### src/rtl/core/lcu_pkg.sv
`default_nettype none

package lcu_pkg;

   localparam int Q           = 3329;
   localparam int DATA_W      = 12;
   localparam int FUNC_W      = 3;
   localparam int P_BITS_W    = 4;
   localparam logic [P_BITS_W-1:0] P_BITS_RESET = P_BITS_W'(10);

   localparam int SHIFT_MAX   = 2**P_BITS_W - 1;
   localparam int SUM_W       = DATA_W + 1;
   localparam int SCALED_W    = SUM_W + SHIFT_MAX;
   localparam int Q_BITS      = $clog2(Q);
   localparam int RECIP_SHIFT = SCALED_W + Q_BITS;
   localparam longint unsigned RECIP = ((64'd1 << RECIP_SHIFT) + 64'(Q) - 64'd1) / 64'(Q);
   localparam int RECIP_W     = $clog2(RECIP + 64'd1);
   localparam int PROD_W      = SCALED_W + RECIP_W;
   localparam int DEQ_W       = DATA_W + Q_BITS + 1;

   localparam int HALF_Q      = Q / 2;
   localparam int DECODE_LO   = Q / 4;
   localparam int DECODE_HI   = (3 * Q) / 4;

   localparam logic [FUNC_W-1:0] FUNC_ADD    = 3'd0;
   localparam logic [FUNC_W-1:0] FUNC_SUB    = 3'd1;
   localparam logic [FUNC_W-1:0] FUNC_QUANT  = 3'd2;
   localparam logic [FUNC_W-1:0] FUNC_DEQUANT = 3'd3;
   localparam logic [FUNC_W-1:0] FUNC_ENCODE = 3'd4;
   localparam logic [FUNC_W-1:0] FUNC_DECODE = 3'd5;

   typedef struct packed {
      logic [FUNC_W-1:0] func;
      logic [DATA_W-1:0] operand_a;
      logic [DATA_W-1:0] operand_b;
   } op_type;

endpackage

`default_nettype wire

### src/rtl/core/lcu_csr.sv
`default_nettype none

module lcu_csr
   import lcu_pkg::*;
(
   input  wire logic                clock,
   input  wire logic                reset,
   input  wire logic                wr_en,
   input  wire logic [P_BITS_W-1:0] wr_data,
   output logic      [P_BITS_W-1:0] p_bits
);

   logic [P_BITS_W-1:0] p_bits_ff;
   logic [P_BITS_W-1:0] p_bits_in;

   always_comb begin
      p_bits_in = wr_en ? wr_data : p_bits_ff;
   end

   always_ff @(posedge clock) begin
      if (reset) begin
         p_bits_ff <= P_BITS_RESET;
      end else begin
         p_bits_ff <= p_bits_in;
      end
   end

   assign p_bits = p_bits_ff;

endmodule

`default_nettype wire

### src/rtl/core/lcu_alu.sv
`default_nettype none

module lcu_alu
   import lcu_pkg::*;
(
   input  wire op_type              op,
   input  wire logic [P_BITS_W-1:0] p_bits,
   output logic      [DATA_W-1:0]   result
);

   logic [SUM_W-1:0]    sum;
   logic [SUM_W-1:0]    add_res;
   logic [DATA_W-1:0]   diff;
   logic [DATA_W-1:0]   sub_res;
   logic [SCALED_W-1:0] scaled;
   logic [PROD_W-1:0]   prod;
   logic [DATA_W-1:0]   quot;
   logic [SHIFT_MAX:0]  p_mask;
   logic [DATA_W-1:0]   quant_res;
   logic [DEQ_W-1:0]    deq_sum;
   logic [DEQ_W-1:0]    deq_shift;
   logic [DATA_W-1:0]   enc_res;
   logic                dec_bit;

   always_comb begin
      sum     = {1'b0, op.operand_a} + {1'b0, op.operand_b};
      add_res = (int'(sum) >= Q) ? sum - SUM_W'(Q) : sum;

      diff    = op.operand_a - op.operand_b;
      sub_res = (op.operand_b > op.operand_a) ? diff + DATA_W'(Q) : diff;

      // floor(x * 2^p / Q) by exact reciprocal multiply
      scaled    = SCALED_W'(sum) << p_bits;
      prod      = PROD_W'(scaled) * PROD_W'(RECIP_W'(RECIP));
      quot      = prod[RECIP_SHIFT +: DATA_W];
      p_mask    = ((SHIFT_MAX+1)'(1) << p_bits) - (SHIFT_MAX+1)'(1);
      quant_res = quot & p_mask[DATA_W-1:0];

      deq_sum   = DEQ_W'(op.operand_a) * DEQ_W'(Q) + DEQ_W'(HALF_Q);
      deq_shift = deq_sum >> p_bits;

      enc_res = op.operand_a[0] ? DATA_W'(HALF_Q) : '0;
      dec_bit = (int'(op.operand_a) > DECODE_LO) && (int'(op.operand_a) < DECODE_HI);

      unique case (op.func)
         FUNC_ADD:     result = add_res[DATA_W-1:0];
         FUNC_SUB:     result = sub_res;
         FUNC_QUANT:   result = quant_res;
         FUNC_DEQUANT: result = deq_shift[DATA_W-1:0];
         FUNC_ENCODE:  result = enc_res;
         FUNC_DECODE:  result = {{(DATA_W-1){1'b0}}, dec_bit};
         default:      result = '0;
      endcase
   end

endmodule

`default_nettype wire

### src/rtl/core/lattice_coefficient_unit.sv
`default_nettype none

// Lattice coefficient unit: add, sub, quantize, dequantize, encode and
// decode on one polynomial coefficient per transaction.
// Request channel: req_valid with req_func, req_operand_a, req_operand_b;
// a transaction is taken on a clock edge with req_valid high and req_stall low.
// Response channel: rsp_valid with rsp_result, taken when rsp_stall is low.
// Config: csr_wr_en writes csr_wr_data into p_bits (log2 P); write only
// while no transaction is in flight.
// Path: a transaction is held in the operand register, and its result is
// then registered in the result register, from which it is taken.
// Throughput: one transaction per cycle while the receiver does not stall,
// set by the single pass through the reciprocal multiplier for quantize.
// Reset (synchronous, active high) empties both stages and sets p_bits to 10.
// When the receiver stalls, the result register holds; the operand stage
// takes one more transaction only if it is empty, then req_stall rises until
// the result is taken.

module lattice_coefficient_unit
   import lcu_pkg::*;
(
   input  wire logic                clock,
   input  wire logic                reset,
   input  wire logic                req_valid,
   output logic                     req_stall,
   input  wire logic [FUNC_W-1:0]   req_func,
   input  wire logic [DATA_W-1:0]   req_operand_a,
   input  wire logic [DATA_W-1:0]   req_operand_b,
   output logic                     rsp_valid,
   input  wire logic                rsp_stall,
   output logic      [DATA_W-1:0]   rsp_result,
   input  wire logic                csr_wr_en,
   input  wire logic [P_BITS_W-1:0] csr_wr_data
);

   logic                s1_valid_ff;
   logic                s1_valid_in;
   op_type              s1_op_ff;
   logic                rsp_valid_ff;
   logic                rsp_valid_in;
   logic [DATA_W-1:0]   rsp_result_ff;
   logic [DATA_W-1:0]   alu_result;
   logic [P_BITS_W-1:0] p_bits;
   logic                out_load;
   logic                s1_load;

   lcu_csr u_csr (
      .clock   (clock),
      .reset   (reset),
      .wr_en   (csr_wr_en),
      .wr_data (csr_wr_data),
      .p_bits  (p_bits)
   );

   lcu_alu u_alu (
      .op     (s1_op_ff),
      .p_bits (p_bits),
      .result (alu_result)
   );

   always_comb begin
      out_load     = !rsp_valid_ff || !rsp_stall;
      req_stall    = s1_valid_ff && !out_load;
      s1_load      = req_valid && !req_stall;
      s1_valid_in  = req_stall ? s1_valid_ff : req_valid;
      rsp_valid_in = out_load ? s1_valid_ff : rsp_valid_ff;
   end

   always_ff @(posedge clock) begin
      if (reset) begin
         s1_valid_ff  <= 1'b0;
         rsp_valid_ff <= 1'b0;
      end else begin
         s1_valid_ff  <= s1_valid_in;
         rsp_valid_ff <= rsp_valid_in;
      end
   end

   always_ff @(posedge clock) begin
      if (s1_load) begin
         s1_op_ff.func      <= req_func;
         s1_op_ff.operand_a <= req_operand_a;
         s1_op_ff.operand_b <= req_operand_b;
      end
      if (out_load && s1_valid_ff) begin
         rsp_result_ff <= alu_result;
      end
   end

   assign rsp_valid  = rsp_valid_ff;
   assign rsp_result = rsp_result_ff;

endmodule

`default_nettype wire
### config.mk
export PLATFORM = sky130hd
export DESIGN_NAME = lattice_coefficient_unit
export DESIGN_NICKNAME = d
export VERILOG_FILES = /design/src/rtl/core/lcu_pkg.sv /design/src/rtl/core/lcu_csr.sv /design/src/rtl/core/lcu_alu.sv /design/src/rtl/core/lattice_coefficient_unit.sv
export SDC_FILE = /design/constraint.sdc
export NUM_CORES = 1
export LEC_CHECK = 0
export ABC_AREA = 1
export BUFFER_PORTS_ARGS = -buffer_cell sky130_fd_sc_hd__buf_2
export CAP_MARGIN = 20
export CORE_AREA = 2 2 246 248
export DETAILED_ROUTE_END_ITERATION = 10
export DIE_AREA = 0 0 248 250
export GPL_TIMING_DRIVEN = 0
export PLACE_DENSITY = 0.58
export REMOVE_ABC_BUFFERS = 1
export SKIP_LAST_GASP = 1
export SLEW_MARGIN = 20
export SYNTH_ARGS = -nofsm -noshare
export SYNTH_HDL_FRONTEND = slang
export SYNTH_SLANG_ARGS = --single-unit
### constraint.sdc
create_clock -name clock -period 10.1 [get_ports clock]
set_clock_uncertainty 0.05 [all_clocks]
set_input_delay 1.515 -clock clock [delete_from_list [all_inputs] [get_ports clock]]
set_output_delay 1.515 -clock clock [all_outputs]
set_load 0.005 [all_outputs]
## After elaboration in Yosys (flattened, before gate mapping)

Index checks and enable logic that the tools add are counted.

| cells by class | value |
|---|---|
| $add $sub $neg | 6 |
| multipliers | 2 |
| div/mod/pow operators | 0 |
| magnitude comparators | 4 |
| equal/unequal tests | 5 |
| shift operators | 3 |
| multiplexer cells | 4 |
| bitwise logic cells | 1 |
| reduce and logical (&&, ||, !) cells | 10 |

Operators with widths:

| cell | number |
|---|---|
| 12-bit one-hot mux with 6 select lines | 1 |
| 28-bit by 29-bit multiplier with 52-bit output (second input constant) | 1 |
| 13-bit by 4-bit left shift with 28-bit output | 1 |
| 24-bit by 11-bit adder with 25-bit output (second input constant) | 1 |
| 25-bit by 4-bit right shift with 12-bit output | 1 |
| 12-bit by 12-bit multiplier with 24-bit output (second input constant) | 1 |
| 12-bit 2-to-1 mux | 2 |
| 12-bit by 12-bit adder with 13-bit output | 1 |
| 13-bit by 12-bit greater-or-equal comparator with 1-bit output (second input constant) | 1 |
| 12-bit adder (second input constant) | 1 |
| 12-bit AND | 1 |
| 12-bit by 10-bit greater-than comparator with 1-bit output (second input constant) | 1 |
| 12-bit greater-than comparator | 1 |
| 12-bit less-than comparator (second input constant) | 1 |
| 1-bit by 4-bit left shift with 12-bit output (first input constant) | 1 |
| 12-bit subtractor | 1 |
| 12-bit subtractor (second input constant) | 1 |
| 12-bit by 2-bit subtractor with 12-bit output (second input constant) | 1 |
| 11-bit 2-to-1 mux | 1 |
| 3-bit by 2-bit equality test with 1-bit output (second input constant) | 2 |
| 3-bit equality test (second input constant) | 2 |
| 1-bit logical AND | 4 |
| 1-bit zero test | 4 |
| 3-bit by 1-bit equality test with 1-bit output (second input constant) | 1 |
| other kinds (2) | 2 |

| word-level totals | value |
|---|---|
| register bits after elaboration | 45 |
| latch bits | 0 |
| memory bits (writable) | 0 |
| memory bits (read-only) | 0 |
| input bits | 36 |
| output and inout port bits | 14 |
| logic and storage cells | 42 |
| memories | 0 |

## Logic depth before layout (Yosys ltp)

| logic depth | value |
|---|---|
| depth in word-level cells | 6 |
| mapped depth | 51 |

## Modules after synthesis

From an unflattened synthesis, not the netlist that was laid out.

| unflattened totals | value |
|---|---|
| cell total of the unflattened synthesis | 2850 |
| area, all modules | 22431.5 sq um |

Modules (own cells, without submodules):

| module | instances | cells an instance | area an instance (sq um) | sequential area each (sq um) |
|---|---|---|---|---|
| lcu_alu | 1 | 2777 | 21018.9 | 0.0 |
| lattice_coefficient_unit | 1 | 51 | 1262.5 | 1211.2 |
| lcu_csr | 1 | 22 | 150.1 | 80.1 |

## Worst setup path before layout

No wires, ideal clock.

| path | value |
|---|---|
| kind | flip-flop to flip-flop |
| start | register s1_op_ff[13] (netlist bit) |
| end | register rsp_result_ff[2], in the netlist rsp_result[2] (data pin) |
| setup time | 253 ps |
| arrival time | 7995 ps |
| path slack | 1802 ps |
| stages on the path, launching flop included | 43 |
| path buffers | 0 |
| cell sequence | edfxtp_1 inv_1 fa_1 inv_1 nand2_4 nand2_2 nand3_2 nand2_1 nand2_1 nand2_1 nand2_1 nand2_2 o21ai_1 o21ai_0 o21ai_0 o22ai_1 inv_1 fa_1 (+7 left out) fa_1 inv_1 fa_1 inv_1 ha_1 nand2_1 inv_1 nand2_1 inv_1 a21boi_0 nor2_1 nor2_1 nand3_1 or2_2 nand3_1 o21ai_0 nor2_1 nand2_1 |

| on the way | value |
|---|---|
| longest elaborated chain between the ends | 5 |
| elaborated cells on any way between the ends | 15 |
| classes of those cells | add/sub: 5; mul: 2; order compare: 2; shift: 2; mux: 3; bitwise: 1 |

Ends and longest elaborated chain:

| what | line | RTL |
|---|---|---|
| from (decl) | lattice_coefficient_unit.sv:38 | `op_type s1_op_ff;` |
| 12-bit by 12-bit adder with 13-bit output | lcu_alu.sv:26 | `sum = {1'b0, op.operand_a} + {1'b0, op.operand_b};` |
| 13-bit by 4-bit left shift with 28-bit output | lcu_alu.sv:33 | `scaled = SCALED_W'(sum) << p_bits;` |
| 28-bit by 29-bit multiplier with 52-bit output | lcu_alu.sv:34 | `prod = PROD_W'(scaled) * PROD_W'(RECIP_W'(RECIP));` |
| 12-bit AND | lcu_alu.sv:37 | `quant_res = quot & p_mask[DATA_W-1:0];` |
| 12-bit one-hot mux with 6 select lines (*) | lcu_alu.sv:45 | `unique case (op.func)` |
| net alu_result[2] | lattice_coefficient_unit.sv:42 | `logic [DATA_W-1:0] alu_result;` |
| to (signal assigned) | lattice_coefficient_unit.sv:86 | `rsp_result_ff <= alu_result;` |
| to (decl) | lattice_coefficient_unit.sv:41 | `logic [DATA_W-1:0] rsp_result_ff;` |

The timed path passes the listed nets; every way through them passes the cells marked *.
A chain may end at the register's enable or synchronous reset.

## Final worst setup path

| path | value |
|---|---|
| start | register u_csr.p_bits_ff[3], in the netlist u_csr.p_bits[3] |
| end | register rsp_result_ff[3], in the netlist rsp_result[3] (data pin) |

| on the way | value |
|---|---|
| longest elaborated chain between the ends | 4 |
| elaborated cells on any way between the ends | 7 |
| classes of those cells | add/sub: 1; mul: 1; shift: 3; mux: 1; bitwise: 1 |

Ends and longest elaborated chain:

| what | line | RTL |
|---|---|---|
| from (decl) | lcu_csr.sv:13 | `logic [P_BITS_W-1:0] p_bits_ff;` |
| from (signal assigned) | lcu_csr.sv:24 | `p_bits_ff <= p_bits_in;` |
| 13-bit by 4-bit left shift with 28-bit output / 1-bit by 4-bit left shift with 12-bit output (equally long branches) | lcu_alu.sv:33, lcu_alu.sv:36 |  |
| 28-bit by 29-bit multiplier with 52-bit output / 12-bit by 2-bit subtractor with 12-bit output (equally long branches) | lcu_alu.sv:34, lcu_alu.sv:36 |  |
| 12-bit AND | lcu_alu.sv:37 |  |
| 12-bit one-hot mux with 6 select lines (*) | lcu_alu.sv:45 |  |
| net alu_result[3] | lattice_coefficient_unit.sv:42 |  |

Marked as above.

==> flow_metrics.tcl <==
set metrics [dict create \
    status "completed" \
    max_stage_delay_ns 0.87 \
    dieArea_um2 62000 \
    yosys_warnings 0 \
    synth.distinct_cells 51 \
    grt_max_degree 47 \
    gp_congestion 0.951 \
    syn_area_um2 22300 \
    drt-initial-drc-count 1297 \
    maxSlewViolCount 0 \
    rsz0062_at_grt "true" \
    hold_viol 0 \
    synth_edf_count 39 \
    synth.avg_cell_area_um2 7.78 \
    async_reset_ff_share_pct 0 \
    wl_per_cell_um 17.7 \
    cp.required_ns 10.06 \
    grt_pass1_vias 18500 \
    ys_ff_latch 45 \
    cts_hold_buffers 0 \
    detail_route.vias_per_cell 4.90 \
    cts_buffers 5 \
    crit_start "u_csr.p_bits[3]" \
    hold_start "s1_valid_ff" \
    path_class "flip-flop to flip-flop" \
    portBuffers 49 \
    critPathLaunchType "flip-flop" \
    crit_path_top_delay_cell "dfxtp_2" \
    antenna_cells 0 \
    r2r_start "u_csr.p_bits[3]" \
    grt_overflow 0 \
    cp_max_fo 32 \
    maxCapViolations 0 \
    ys.flop_type "edfxtp_1" \
    cts_max_level 2 \
    setup_violations 0 \
    insertion_delay_ns 0.29 \
    syn-instance-count 2866 \
    seq_area_frac_synth_pct 5.79 \
    io_pins 50 \
    critPathMostFrequentCell "inv_1" \
    cts_tree "built" \
    area_growth_pct 6.71 \
    drive_gt1_share_pct 5.92 \
    fmax_ghz 0.103 \
    track_usage_pct 21.7 \
    clk_path_buf_depth 2 \
    nNetsFinal 3654 \
    num_rows 90 \
    antenna_found_initial 0 \
    root_buffer "clkbuf_16" \
    vias 18100 \
    fin_crit_ns 9.71 \
    clkSinkCount 45 \
    grt_pass1_wl_um 103000 \
    place_inst 3661 \
    dpl.hpwl_um 57900 \
    die_w_um 248 \
    crit_arrival_ns 9.67 \
    slew_headroom_pct 19.4 \
    initial_core_util_pct 37.4 \
    die_h_um 250 \
    final_cells 3685 \
    min_path_type "flip-flop to flip-flop" \
    routed_wl_um 65300 \
    core_area_um2 59600 \
    endpoint_kind "flip-flop" \
    fin_crit_sh_pct 96.2 \
    drtAntennaViolNets 0 \
    clk_pin_slew_ns 0.06 \
    drtPass1Iterations 5 \
    tightest_slew_ns 1.20 \
    fillCellCount 6196 \
    route.detailed.drc 0 \
]
Yosys cell counts (10+ instances only):
library cell  instances  share of area [%]
edfxtp_1             39                5.3
o21ai_0             109                2.4
ha_1                343                 19
o21ai_1              10               0.22
nor2_1              173                2.9
fa_1                373                 33
o21bai_1             13               0.44
nor3_1               25               0.56
xor2_1               21               0.83
nand4_1              41                1.2
xnor2_1              16               0.63
nand3_1             188                4.2
clkbuf_1             18               0.30
inv_1               798                 13
a21oi_1             105                2.4
nand2_2              11               0.31
nand2_1             446                7.5
inv_2                13               0.22
cell usage in the layout (no fill, tap or decap), types with 21 or more instances in the layout:
cell / netlist / routed
a21oi_1: 105 / 103
buf_2: 9 / 49
edfxtp_1: 39 / 39
fa_1: 373 / 371
ha_1: 343 / 335
inv_1: 798 / 788
nand2_1: 446 / 444
nand3_1: 188 / 188
nand4_1: 41 / 41
nor2_1: 173 / 167
nor3_1: 25 / 23
o21ai_0: 109 / 104
xor2_1: 21 / 21
metal layers:
layer  wire length, um  vias to the layer above  global-route usage [%]
li1                  -                     8860                       -
met1             29800                     8712                    30.4
met2             30800                      426                    36.2
met3              3300                       74                    2.25
met4              1470                        0                    4.31
met5                 0                        -                       0
layout make-up:
cell class | count | area [um^2] | area share [%]
repair buffers | 66 | 384 | 1.61
repair inverters | 3 | 15.0 | 0.0631
inverters | 817 | 3100 | 13.0
clock buffers | 6 | 129 | 0.542
clock inverters | 2 | 10.0 | 0.0421
multi-input cells | 1964 | 17900 | 75.1
well taps | 782 | 978 | 4.11
flip-flops and latches | 45 | 1300 | 5.46
path summary, 6_finish.rpt:
kind                    to  slack (ns)  cells after the start
min reg2reg      rsp_valid        0.45                      2
min              rsp_valid        0.45                      2
max reg2reg  rsp_result[3]        0.39                     33
max          rsp_result[3]        0.39                     33
through the flow:
stage	hold WS [ns]	TNS, ns	setup slack, ns	utilization, %	cell area, um^2
finish	0.449	0	0.385	39.9	23800
global route	0.491	-0.0695	-0.0695	39.9	23800
CTS	0.451	0	0.00145	39.5	23600
detailed placement	0.438	-3.07	-0.456	39.3	23400
global placement	0.416	-12.54	-1.24	39.1	23300
floorplan	0.400	0	1.65	-	22100
flip-flops by register name (all words and copies together), names as in the netlist:
register,count
s1_op_ff,27
rsp_result,12
u_csr.p_bits,4
rsp_valid,1
s1_valid_ff,1
logic make-up after synthesis:
group / Yosys count / share of synthesized area, %
multiplexers: 2 / 0.0898
AND/OR/NAND/NOR: 919 / 18.0
XOR/XNOR: 37 / 1.45
flip-flops: 45 / 5.79
buffers and inverters: 857 / 14.7
adder cells (fa/ha/maj): 716 / 52.8
AO/OA/AOI/OAI: 290 / 7.29
critical path: cells and delay by family, from the launching register on:
family                   cells  cell delay [ns]
flip-flops                   1             0.87
AND/OR/NAND/NOR             13             2.39
adder cells (fa/ha/maj)      9             4.02
AO/OA/AOI/OAI                3             0.78
buffers and inverters        8             1.28
repair_timing:
item,4_1_cts,5_1_grt
setup endpoints to repair,12,12
pin swaps,0,2
setup buffers,1,11
endpoints found under the hold margin,0,0
gates resized for setup,9,39
cloned,0,3
Power is not shown: default switching activity piles up to over one toggle a cycle in this logic, so the estimate is an artifact.
